$ cat src/sasp_pkg.sv
// ----------------------------------------------------------------------------
// sasp_pkg
// shared types and codes for the six-axis serial packet decoder
// ----------------------------------------------------------------------------
package sasp_pkg;

  localparam logic [7:0] CHAR_CR    = 8'h0D;
  localparam logic [7:0] CHAR_ESC   = 8'h5E;  // '^'
  localparam logic [7:0] CHAR_M     = 8'h4D;
  localparam logic [7:0] CHAR_Q     = 8'h51;
  localparam logic [7:0] CHAR_S     = 8'h53;
  localparam logic [7:0] TYPE_RESET = 8'h40;  // '@'
  localparam logic [7:0] TYPE_AXES  = 8'h44;  // 'D'
  localparam logic [7:0] TYPE_BTN   = 8'h2E;  // '.'
  localparam logic [7:0] TYPE_ERR   = 8'h3F;  // '?'
  localparam logic [7:0] TYPE_K     = 8'h4B;
  localparam logic [7:0] TYPE_A     = 8'h41;
  localparam logic [7:0] TYPE_B     = 8'h42;
  localparam logic [7:0] TYPE_H     = 8'h48;
  localparam logic [7:0] TYPE_S     = 8'h53;
  localparam logic [7:0] TYPE_Y     = 8'h59;
  localparam logic [7:0] TYPE_QUOTE = 8'h22;
  localparam logic [7:0] TYPE_P     = 8'h50;

  localparam int unsigned KEPT_BYTES = 16;
  localparam logic [7:0]  AXES_LEN   = 8'd16;
  localparam logic [7:0]  BTN_LEN    = 8'd4;
  localparam logic [7:0]  P_LEN      = 8'd3;
  localparam logic [7:0]  BTN_MASK   = 8'hBF;

  localparam logic [2:0] ST_AXES    = 3'd0;
  localparam logic [2:0] ST_BUTTONS = 3'd1;
  localparam logic [2:0] ST_RESET   = 3'd2;
  localparam logic [2:0] ST_ERROR   = 3'd3;
  localparam logic [2:0] ST_IGNORED = 3'd4;
  localparam logic [2:0] ST_UNKNOWN = 3'd5;
  localparam logic [2:0] ST_BAD     = 3'd6;

  localparam logic [1:0] ACT_NONE  = 2'd0;
  localparam logic [1:0] ACT_AXES  = 2'd1;
  localparam logic [1:0] ACT_BTN   = 2'd2;
  localparam logic [1:0] ACT_CLEAR = 2'd3;

  localparam int unsigned OUT_BITS = 112;

  typedef struct packed {
    logic [2:0]        status;
    logic [1:0]        action;
    logic [5:0][15:0]  axes;
    logic [11:0]       buttons;
  } cmd_t;

endpackage

$ cat src/six_axis_serial_packet_decoder.sv
// ----------------------------------------------------------------------------
// six_axis_serial_packet_decoder
// serial packet decoder for a six-axis controller
// ----------------------------------------------------------------------------
// usage:
//   s_axis carries one received serial byte per beat. packets end at an
//   unescaped carriage return; '^' escapes the following byte.
//   m_axis gives one result beat per terminator: status, the six current
//   axes and the twelve button bits. other bytes give no beat.
//   cfg_valid/cfg_data writes reports_enabled; cfg_ready is always high and
//   the register is meant to be written only while the block is idle.
// flow:
//   one byte per cycle while the queue is not full. the intake classifies a
//   packet in the cycle its terminator is taken and pushes one command into a
//   two-entry queue; the result stage turns it into an output beat, so the
//   queue entry and the output register lie between a terminator and its result.
// reset and stall:
//   rst clears the packet count, escape state, axes, buttons and queue, and
//   sets reports_enabled to 1. a stalled m_axis holds its beat; the queue
//   takes up to two more terminators, then s_axis_tready drops.
// ----------------------------------------------------------------------------
module six_axis_serial_packet_decoder #(
  parameter int unsigned MAX_PACKET_LENGTH = 128
) (
  input  logic                            clk,
  input  logic                            rst,
  // serial bytes in
  input  logic                            s_axis_tvalid,
  output logic                            s_axis_tready,
  input  logic [7:0]                      s_axis_tdata,   // [7:0] rx_byte
  // results out
  output logic                            m_axis_tvalid,
  input  logic                            m_axis_tready,
  // [2:0] packet_status, [18:3] axis_tx, [34:19] axis_ty, [50:35] axis_tz,
  // [66:51] axis_rx, [82:67] axis_ry, [98:83] axis_rz, [110:99] button_state,
  // [111] zero
  output logic [sasp_pkg::OUT_BITS-1:0]   m_axis_tdata,
  // configuration: reports_enabled
  input  logic                            cfg_valid,
  output logic                            cfg_ready,
  input  logic                            cfg_data
);
  import sasp_pkg::*;

  logic push;
  cmd_t push_cmd;
  logic q_full;
  logic q_valid;
  logic pop;
  cmd_t q_cmd;

  assign cfg_ready = 1'b1;

  // intake: escape tracking, packet store and classification at the terminator
  sasp_front #(
    .MAX_PACKET_LENGTH (MAX_PACKET_LENGTH)
  ) u_front (
    .clk       (clk),
    .rst       (rst),
    .in_valid  (s_axis_tvalid),
    .in_ready  (s_axis_tready),
    .in_byte   (s_axis_tdata),
    .cfg_valid (cfg_valid && cfg_ready),
    .cfg_data  (cfg_data),
    .push      (push),
    .push_cmd  (push_cmd),
    .q_full    (q_full)
  );

  // decouples intake from a stalled output
  sasp_queue u_queue (
    .clk      (clk),
    .rst      (rst),
    .push     (push),
    .push_cmd (push_cmd),
    .full     (q_full),
    .q_valid  (q_valid),
    .pop      (pop),
    .q_cmd    (q_cmd)
  );

  // axis and button store plus the output register
  sasp_back u_back (
    .clk       (clk),
    .rst       (rst),
    .q_valid   (q_valid),
    .q_cmd     (q_cmd),
    .pop       (pop),
    .out_valid (m_axis_tvalid),
    .out_ready (m_axis_tready),
    .out_data  (m_axis_tdata)
  );

endmodule

$ cat src/sasp_front.sv
// ----------------------------------------------------------------------------
// sasp_front
// byte intake: escape handling, packet store and packet classification
// ----------------------------------------------------------------------------
module sasp_front #(
  parameter int unsigned MAX_PACKET_LENGTH = 128
) (
  input  logic                clk,
  input  logic                rst,
  input  logic                in_valid,
  output logic                in_ready,
  input  logic [7:0]          in_byte,
  input  logic                cfg_valid,
  input  logic                cfg_data,
  output logic                push,
  output sasp_pkg::cmd_t      push_cmd,
  input  logic                q_full
);
  import sasp_pkg::*;

  localparam logic [7:0] MAX_LEN = 8'(MAX_PACKET_LENGTH);

  logic [7:0] packet_bytes [KEPT_BYTES];
  logic [7:0] byte_count;
  logic       escape_pending;
  logic       escape_was_stored;
  logic       reports_enabled;

  logic       accept;
  logic       stored;
  logic       esc_fix;
  logic [7:0] n_len;
  logic [7:0] ptype;
  logic [15:0] btn_raw;
  cmd_t       cmd;

  assign in_ready = !q_full;
  assign accept   = in_valid && in_ready;
  assign stored   = byte_count < MAX_LEN;
  assign esc_fix  = (in_byte == CHAR_M || in_byte == CHAR_Q || in_byte == CHAR_S) &&
                    escape_was_stored && byte_count >= 8'd1 &&
                    (byte_count - 8'd1) < 8'(KEPT_BYTES);

  assign push     = accept && !escape_pending && in_byte == CHAR_CR;
  assign push_cmd = cmd;

  // length as seen by the decode, terminator included
  assign n_len = stored ? byte_count + 8'd1 : byte_count;
  assign ptype = (byte_count == 8'd0) ? in_byte : packet_bytes[0];
  assign btn_raw = {packet_bytes[1] & BTN_MASK, packet_bytes[2] & BTN_MASK};

  always_comb begin
    cmd.action  = ACT_NONE;
    cmd.status  = ST_UNKNOWN;
    cmd.buttons = {btn_raw[12:7], btn_raw[5:0]};
    for (int i = 0; i < 6; i++) begin
      cmd.axes[i] = {packet_bytes[3 + 2 * i], packet_bytes[4 + 2 * i]};
    end
    if (n_len < 8'd2) begin
      cmd.status = ST_IGNORED;
    end else begin
      case (ptype)
        TYPE_RESET: begin
          cmd.status = ST_RESET;
          cmd.action = ACT_CLEAR;
        end
        TYPE_AXES: begin
          if (n_len == AXES_LEN && reports_enabled) begin
            cmd.status = ST_AXES;
            cmd.action = ACT_AXES;
          end else begin
            cmd.status = ST_BAD;
          end
        end
        TYPE_BTN: begin
          if (n_len == BTN_LEN && reports_enabled) begin
            cmd.status = ST_BUTTONS;
            cmd.action = ACT_BTN;
          end else begin
            cmd.status = ST_BAD;
          end
        end
        TYPE_ERR: cmd.status = ST_ERROR;
        TYPE_K, TYPE_A, TYPE_B, TYPE_H, TYPE_S, TYPE_Y, TYPE_QUOTE: begin
          cmd.status = ST_IGNORED;
        end
        TYPE_P: cmd.status = (n_len == P_LEN) ? ST_IGNORED : ST_BAD;
        default: cmd.status = ST_UNKNOWN;
      endcase
    end
  end

  always_ff @(posedge clk) begin
    if (rst) begin
      byte_count        <= '0;
      escape_pending    <= 1'b0;
      escape_was_stored <= 1'b0;
      reports_enabled   <= 1'b1;
    end else begin
      if (cfg_valid) begin
        reports_enabled <= cfg_data;
      end
      if (accept) begin
        if (escape_pending) begin
          escape_pending    <= 1'b0;
          escape_was_stored <= 1'b0;
        end else begin
          if (in_byte == CHAR_CR) begin
            byte_count <= '0;
          end else if (stored) begin
            byte_count <= byte_count + 8'd1;
          end
          if (in_byte == CHAR_ESC) begin
            escape_pending    <= 1'b1;
            escape_was_stored <= stored;
          end
        end
      end
    end
  end

  // packet store, no reset: every decoded entry is written by its own packet
  always_ff @(posedge clk) begin
    if (accept) begin
      if (escape_pending) begin
        if (esc_fix) begin
          packet_bytes[4'(byte_count - 8'd1)] <= CHAR_CR;
        end
      end else if (stored && byte_count < 8'(KEPT_BYTES)) begin
        packet_bytes[byte_count[3:0]] <= in_byte;
      end
    end
  end

endmodule

$ cat src/sasp_queue.sv
// ----------------------------------------------------------------------------
// sasp_queue
// two-entry command queue between intake and result stage
// ----------------------------------------------------------------------------
module sasp_queue (
  input  logic            clk,
  input  logic            rst,
  input  logic            push,
  input  sasp_pkg::cmd_t  push_cmd,
  output logic            full,
  output logic            q_valid,
  input  logic            pop,
  output sasp_pkg::cmd_t  q_cmd
);
  import sasp_pkg::*;

  cmd_t       entries [2];
  logic       wr_ptr;
  logic       rd_ptr;
  logic [1:0] fill;

  assign full    = fill == 2'd2;
  assign q_valid = fill != 2'd0;
  assign q_cmd   = entries[rd_ptr];

  always_ff @(posedge clk) begin
    if (rst) begin
      wr_ptr <= 1'b0;
      rd_ptr <= 1'b0;
      fill   <= '0;
    end else begin
      if (push) begin
        wr_ptr <= !wr_ptr;
      end
      if (pop) begin
        rd_ptr <= !rd_ptr;
      end
      case ({push, pop})
        2'b10:   fill <= fill + 2'd1;
        2'b01:   fill <= fill - 2'd1;
        default: fill <= fill;
      endcase
    end
  end

  always_ff @(posedge clk) begin
    if (push) begin
      entries[wr_ptr] <= push_cmd;
    end
  end

endmodule

$ cat src/sasp_back.sv
// ----------------------------------------------------------------------------
// sasp_back
// result stage: applies commands to the axis and button store, output register
// ----------------------------------------------------------------------------
module sasp_back (
  input  logic                              clk,
  input  logic                              rst,
  input  logic                              q_valid,
  input  sasp_pkg::cmd_t                    q_cmd,
  output logic                              pop,
  output logic                              out_valid,
  input  logic                              out_ready,
  output logic [sasp_pkg::OUT_BITS-1:0]     out_data
);
  import sasp_pkg::*;

  logic [5:0][15:0] axis_store;
  logic [11:0]      button_store;
  logic [5:0][15:0] axis_next;
  logic [11:0]      button_next;

  assign pop = q_valid && (!out_valid || out_ready);

  always_comb begin
    axis_next   = axis_store;
    button_next = button_store;
    case (q_cmd.action)
      ACT_AXES:  axis_next = q_cmd.axes;
      ACT_BTN:   button_next = q_cmd.buttons;
      ACT_CLEAR: begin
        axis_next   = '0;
        button_next = '0;
      end
      default: begin
        axis_next   = axis_store;
        button_next = button_store;
      end
    endcase
  end

  always_ff @(posedge clk) begin
    if (rst) begin
      out_valid    <= 1'b0;
      axis_store   <= '0;
      button_store <= '0;
    end else begin
      if (pop) begin
        out_valid    <= 1'b1;
        axis_store   <= axis_next;
        button_store <= button_next;
      end else if (out_ready) begin
        out_valid <= 1'b0;
      end
    end
  end

  always_ff @(posedge clk) begin
    if (pop) begin
      out_data <= {1'b0, button_next, axis_next, q_cmd.status};
    end
  end

endmodule

$ cat config.mk
export PLATFORM = sky130hd
export DESIGN_NAME = six_axis_serial_packet_decoder
export DESIGN_NICKNAME = d
export VERILOG_FILES = /design/src/sasp_pkg.sv /design/src/six_axis_serial_packet_decoder.sv /design/src/sasp_front.sv /design/src/sasp_queue.sv /design/src/sasp_back.sv
export SDC_FILE = /design/constraint.sdc
export NUM_CORES = 1
export LEC_CHECK = 0
export ABC_AREA = 1
export BUFFER_PORTS_ARGS = -buffer_cell sky130_fd_sc_hd__buf_2
export CAP_MARGIN = 20
export CORE_AREA = 8 8 231 233
export CTS_CLUSTER_SIZE = 16
export DETAILED_ROUTE_END_ITERATION = 10
export DIE_AREA = 0 0 239 241
export PLACE_DENSITY = 0.71
export RECOVER_POWER = 25
export SKIP_LAST_GASP = 1
export SYNTH_ARGS = -nofsm -noshare
export SYNTH_HDL_FRONTEND = slang
export SYNTH_SLANG_ARGS = --single-unit
$ cat constraint.sdc
create_clock -name clk -period 8.9 [get_ports clk]
set_input_delay 0 -clock clk [delete_from_list [all_inputs] [get_ports clk]]
set_output_delay 0 -clock clk [all_outputs]
set_load 0.01 [all_outputs]
==> results_dict.tcl <==
set metrics [dict create \
    sw_power_mw 2.313 \
    finish.cell_count_without_fillers 2593 \
    period_minus_slack_ns 3.443 \
    detail_route.first_pass.iterations 7 \
    setup_violations 0 \
    fin_tns_setup_ns 0 \
    routed_wire_length_per_instance_um 17.89 \
    ff2ff_path_depth 8 \
    tritoncts "built" \
    drt-vias-per-instance 5.113 \
    drcViolationCount 0 \
    final_layout_size_suffix_gt1_share_pct 17.14 \
    port_buffers 126 \
    cts_sinks 578 \
    cellInternalPower_mw 5.320 \
    cts-root-buf "sky130_fd_sc_hd__clkbuf_16" \
    number_of_gates_resized_after_cts 0 \
    grt_start_max_net_pins 116 \
    routed_wirelength_um 46380 \
    area_fraction_of_the_dominant_cell_type_after_synthesis_pct 61.61 \
    dp_slack_ns 5.173 \
    hold-path-cell-count 6 \
    pwr_density_cell_mw_per_mm2 303.8 \
    via_count 13260 \
    switching_power_share_of_the_total_pct 30.31 \
    netlist.top_cell.by_area "sky130_fd_sc_hd__edfxtp_1" \
    critPathArrivalTime_ns 3.92 \
    yosysWarningCount 0 \
    place_congestion 0.8381 \
    htree_num_levels 2 \
    netlist-cell-type-count 39 \
    placed_cells 2477 \
    timing.max_slew.rel_slack_pct 29.74 \
    clockPowerShare_pct 29.8 \
    synth.ff_latch_count 578 \
    synth_area_mm2 0.02208 \
    sequential_cell_fraction_of_total_power_pct 48.6 \
    area_growth_syn_to_layout_pct 13.78 \
    cap_viol_max_count 0 \
    worst_hold_path_type "primary input to flop" \
    critical_path_data_required_time_ns 9.38 \
    final_cycle_share_pct 38.68 \
    synth_nets 1770 \
    worst_pin_slew_ns 1.054 \
    floorplan.io_pins 129 \
    numCtsBuffers 55 \
    detailedPlacementHpwl_um 27480 \
    grt_antenna_before_repair 2 \
    multi_input_combinational_cell_area_mm2 0.004608 \
    cp-start-kind "flop" \
    finalNetCount 1891 \
    ir_worst_vdd_v 0.0002497 \
    mostFrequentLayoutCell "sky130_fd_sc_hd__edfxtp_1" \
    initial_core_util_pct 44.46 \
    cts.reportedPaths.clkPinSlew_ns 0.06 \
    power_frac_comb_pct 21.7 \
    layout_setup_ws_ns 5.457 \
    critPathKind "flop to flop" \
    timing.clock.skew_ns 0.02240 \
    grt_pass1_vias 12850 \
    hold_viol 0 \
    first_iter_violations 934 \
    run_status "complete, no violations" \
    fillers 4210 \
    synthCells 1753 \
    core_region_area_mm2 0.04966 \
    final_cell_mix "453 x sky130_fd_sc_hd__edfxtp_1, 255 x sky130_fd_sc_hd__inv_1, 216 x sky130_fd_sc_hd__o21ai_0, 127 x sky130_fd_sc_hd__a21oi_1, 124 x sky130_fd_sc_hd__dfxtp_1" \
    gr-usage-all-layers_pct 15.60 \
    rsz_0062_raised_after_global_routing "no" \
    fmaxAchievable_ghz 0.2905 \
    per_instance_average_area_after_synthesis_um2 12.60 \
    die-area_mm2 0.05760 \
    ys_top_cells_by_area "sky130_fd_sc_hd__edfxtp_1 62%, sky130_fd_sc_hd__dfxtp_1 11%, sky130_fd_sc_hd__o21ai_0 4.9%" \
    power_leakage_nw 9.136 \
    worst_skew_pair.late_latency_ns 0.59 \
    global_route_wire_length_before_repair_um 71150 \
    final_core_utilization_pct 50.59 \
    clk_path_buf_depth 3 \
    row_count 82 \
    die_span_y_um 241 \
    crit_path_end_kind "flop" \
    top_fanout_value_on_the_critical_path 113 \
    ant_nets 0 \
    timing.final.max_slew_violations 0 \
    die-width_um 239 \
    globalRouteOverflowTotal 0 \
    seq_area_frac_synth_pct 72.94 \
    seq_area_mm2 0.01611 \
]
[repair_timing]
action                    CTS  global route
setup buffers               0             0
hold buffers               11             0
hold endpoints to repair   14             0
[layer usage]
| layer | vias to the layer above | share of wire [%] | track usage, % |
|---|---|---|---|
| li1 | 6329 | - | - |
| met1 | 6531 | 43 | 19.91 |
| met2 | 327 | 50 | 26.88 |
| met3 | 69 | 5.2 | 3.003 |
| met4 | 2 | 2.2 | 4.698 |
| met5 | - | 0.022 | 0 |
[layout make-up]
cell class	count	area share (%)
sequential	578	64.12
multi-input combinational	824	18.34
clock buffer	78	6.186
inverter	261	3.910
tap	672	3.347
timing repair buffer	154	3.197
clock inverter	25	0.8865
antenna	1	0.009961
[logic make-up after synthesis]
kind of cell	Yosys count	share of synthesized area (%)
buffers and inverters	351	6.313
AND/OR/NAND/NOR	336	8.086
flip-flops	578	72.94
AO/OA/AOI/OAI	478	12.26
other	2	0.03401
adder cells (fa/ha/maj)	3	0.1700
XOR/XNOR	5	0.1983
[synth_stat cells]
cell / number
sky130_fd_sc_hd__conb_1: 2
sky130_fd_sc_hd__inv_1: 255
sky130_fd_sc_hd__nor4_1: 1
sky130_fd_sc_hd__o211ai_1: 108
sky130_fd_sc_hd__dfxtp_1: 125
sky130_fd_sc_hd__ha_1: 3
sky130_fd_sc_hd__buf_6: 3
sky130_fd_sc_hd__nor3_1: 4
sky130_fd_sc_hd__a21oi_2: 3
sky130_fd_sc_hd__clkinv_1: 1
sky130_fd_sc_hd__nor2_8: 1
sky130_fd_sc_hd__nand2_2: 25
sky130_fd_sc_hd__edfxtp_1: 453
sky130_fd_sc_hd__xor2_1: 4
sky130_fd_sc_hd__clkbuf_1: 55
sky130_fd_sc_hd__nor2_2: 10
sky130_fd_sc_hd__buf_1: 13
sky130_fd_sc_hd__buf_2: 12
sky130_fd_sc_hd__nand4_1: 5
sky130_fd_sc_hd__nor2_1: 55
sky130_fd_sc_hd__nand2_1: 99
sky130_fd_sc_hd__a21oi_1: 127
sky130_fd_sc_hd__o21ai_0: 216
sky130_fd_sc_hd__nand3_1: 12
sky130_fd_sc_hd__o21bai_1: 1
sky130_fd_sc_hd__nand2_4: 10
sky130_fd_sc_hd__a32oi_1: 2
sky130_fd_sc_hd__inv_2: 5
sky130_fd_sc_hd__buf_4: 6
sky130_fd_sc_hd__xnor2_1: 1
sky130_fd_sc_hd__a2111oi_0: 1
sky130_fd_sc_hd__a31oi_1: 1
sky130_fd_sc_hd__a21oi_4: 1
sky130_fd_sc_hd__nor2_4: 5
sky130_fd_sc_hd__or2_2: 109
sky130_fd_sc_hd__a211oi_1: 1
sky130_fd_sc_hd__o21ai_1: 16
sky130_fd_sc_hd__o21ai_2: 1
sky130_fd_sc_hd__buf_12: 1
[sequential cells by signal, summed over array words and instances (netlist names), named ones only]
register                   flops
u_back.out_valid               1
u_queue.rd_ptr                 1
u_front.escape_was_stored      1
u_front.byte_count             8
u_queue.entries              226
u_back.button_store           12
u_queue.fill                   2
u_front.escape_pending         1
u_front.packet_bytes         116
u_back.out_data              111
u_queue.wr_ptr                 1
u_back.axis_store             96
u_front.reports_enabled        1
[through the flow]
stage	power (mW)	hold WS (ns)	area, um^2
5_1_grt	8.033	0.08168	25120
3_3_place_gp	5.362	0.2039	23290
3_5_place_dp	5.446	0.2085	23290
2_1_floorplan	4.890	0.1004	22080
6_report	7.633	0.06393	25120
4_1_cts	7.732	0.03740	25180
[power by group through the flow]
stage / registers, mW / clock network (mW) / logic [mW]
after detailed placement: 3.76 / 0 / 1.69
final: 3.71 / 2.27 / 1.65
after CTS: 3.71 / 2.32 / 1.71
after global placement: 3.75 / 0 / 1.61
after floorplan: 3.81 / 0 / 1.08
after global routing: 3.75 / 2.43 / 1.86
[path summary, 6_finish.rpt]
| kind | start | end | slack, ns |
|---|---|---|---|
| setup / recovery | flop | u_back.axis_store[41] | 5.46 |
| hold / removal | s_axis_tdata[6] | u_queue.wr_ptr | 0.06 |
| setup reg to reg | flop | u_back.axis_store[41] | 5.46 |
| hold reg to reg | u_front.packet_bytes[13][3] | u_queue.entries[1][103] | 0.43 |
[worst max-delay path, stage by stage (launching register included)]
cell and delay [ns]:
sky130_fd_sc_hd__dfxtp_4 0.48, sky130_fd_sc_hd__inv_2 0.10, sky130_fd_sc_hd__buf_4 0.77, sky130_fd_sc_hd__nand2_1 0.29, sky130_fd_sc_hd__nand2_2 0.14, sky130_fd_sc_hd__buf_4 0.76
sky130_fd_sc_hd__o21ai_0 0.41, sky130_fd_sc_hd__o21ai_0 0.25, sky130_fd_sc_hd__inv_1 0.06
(Power assumes the default switching activity.)
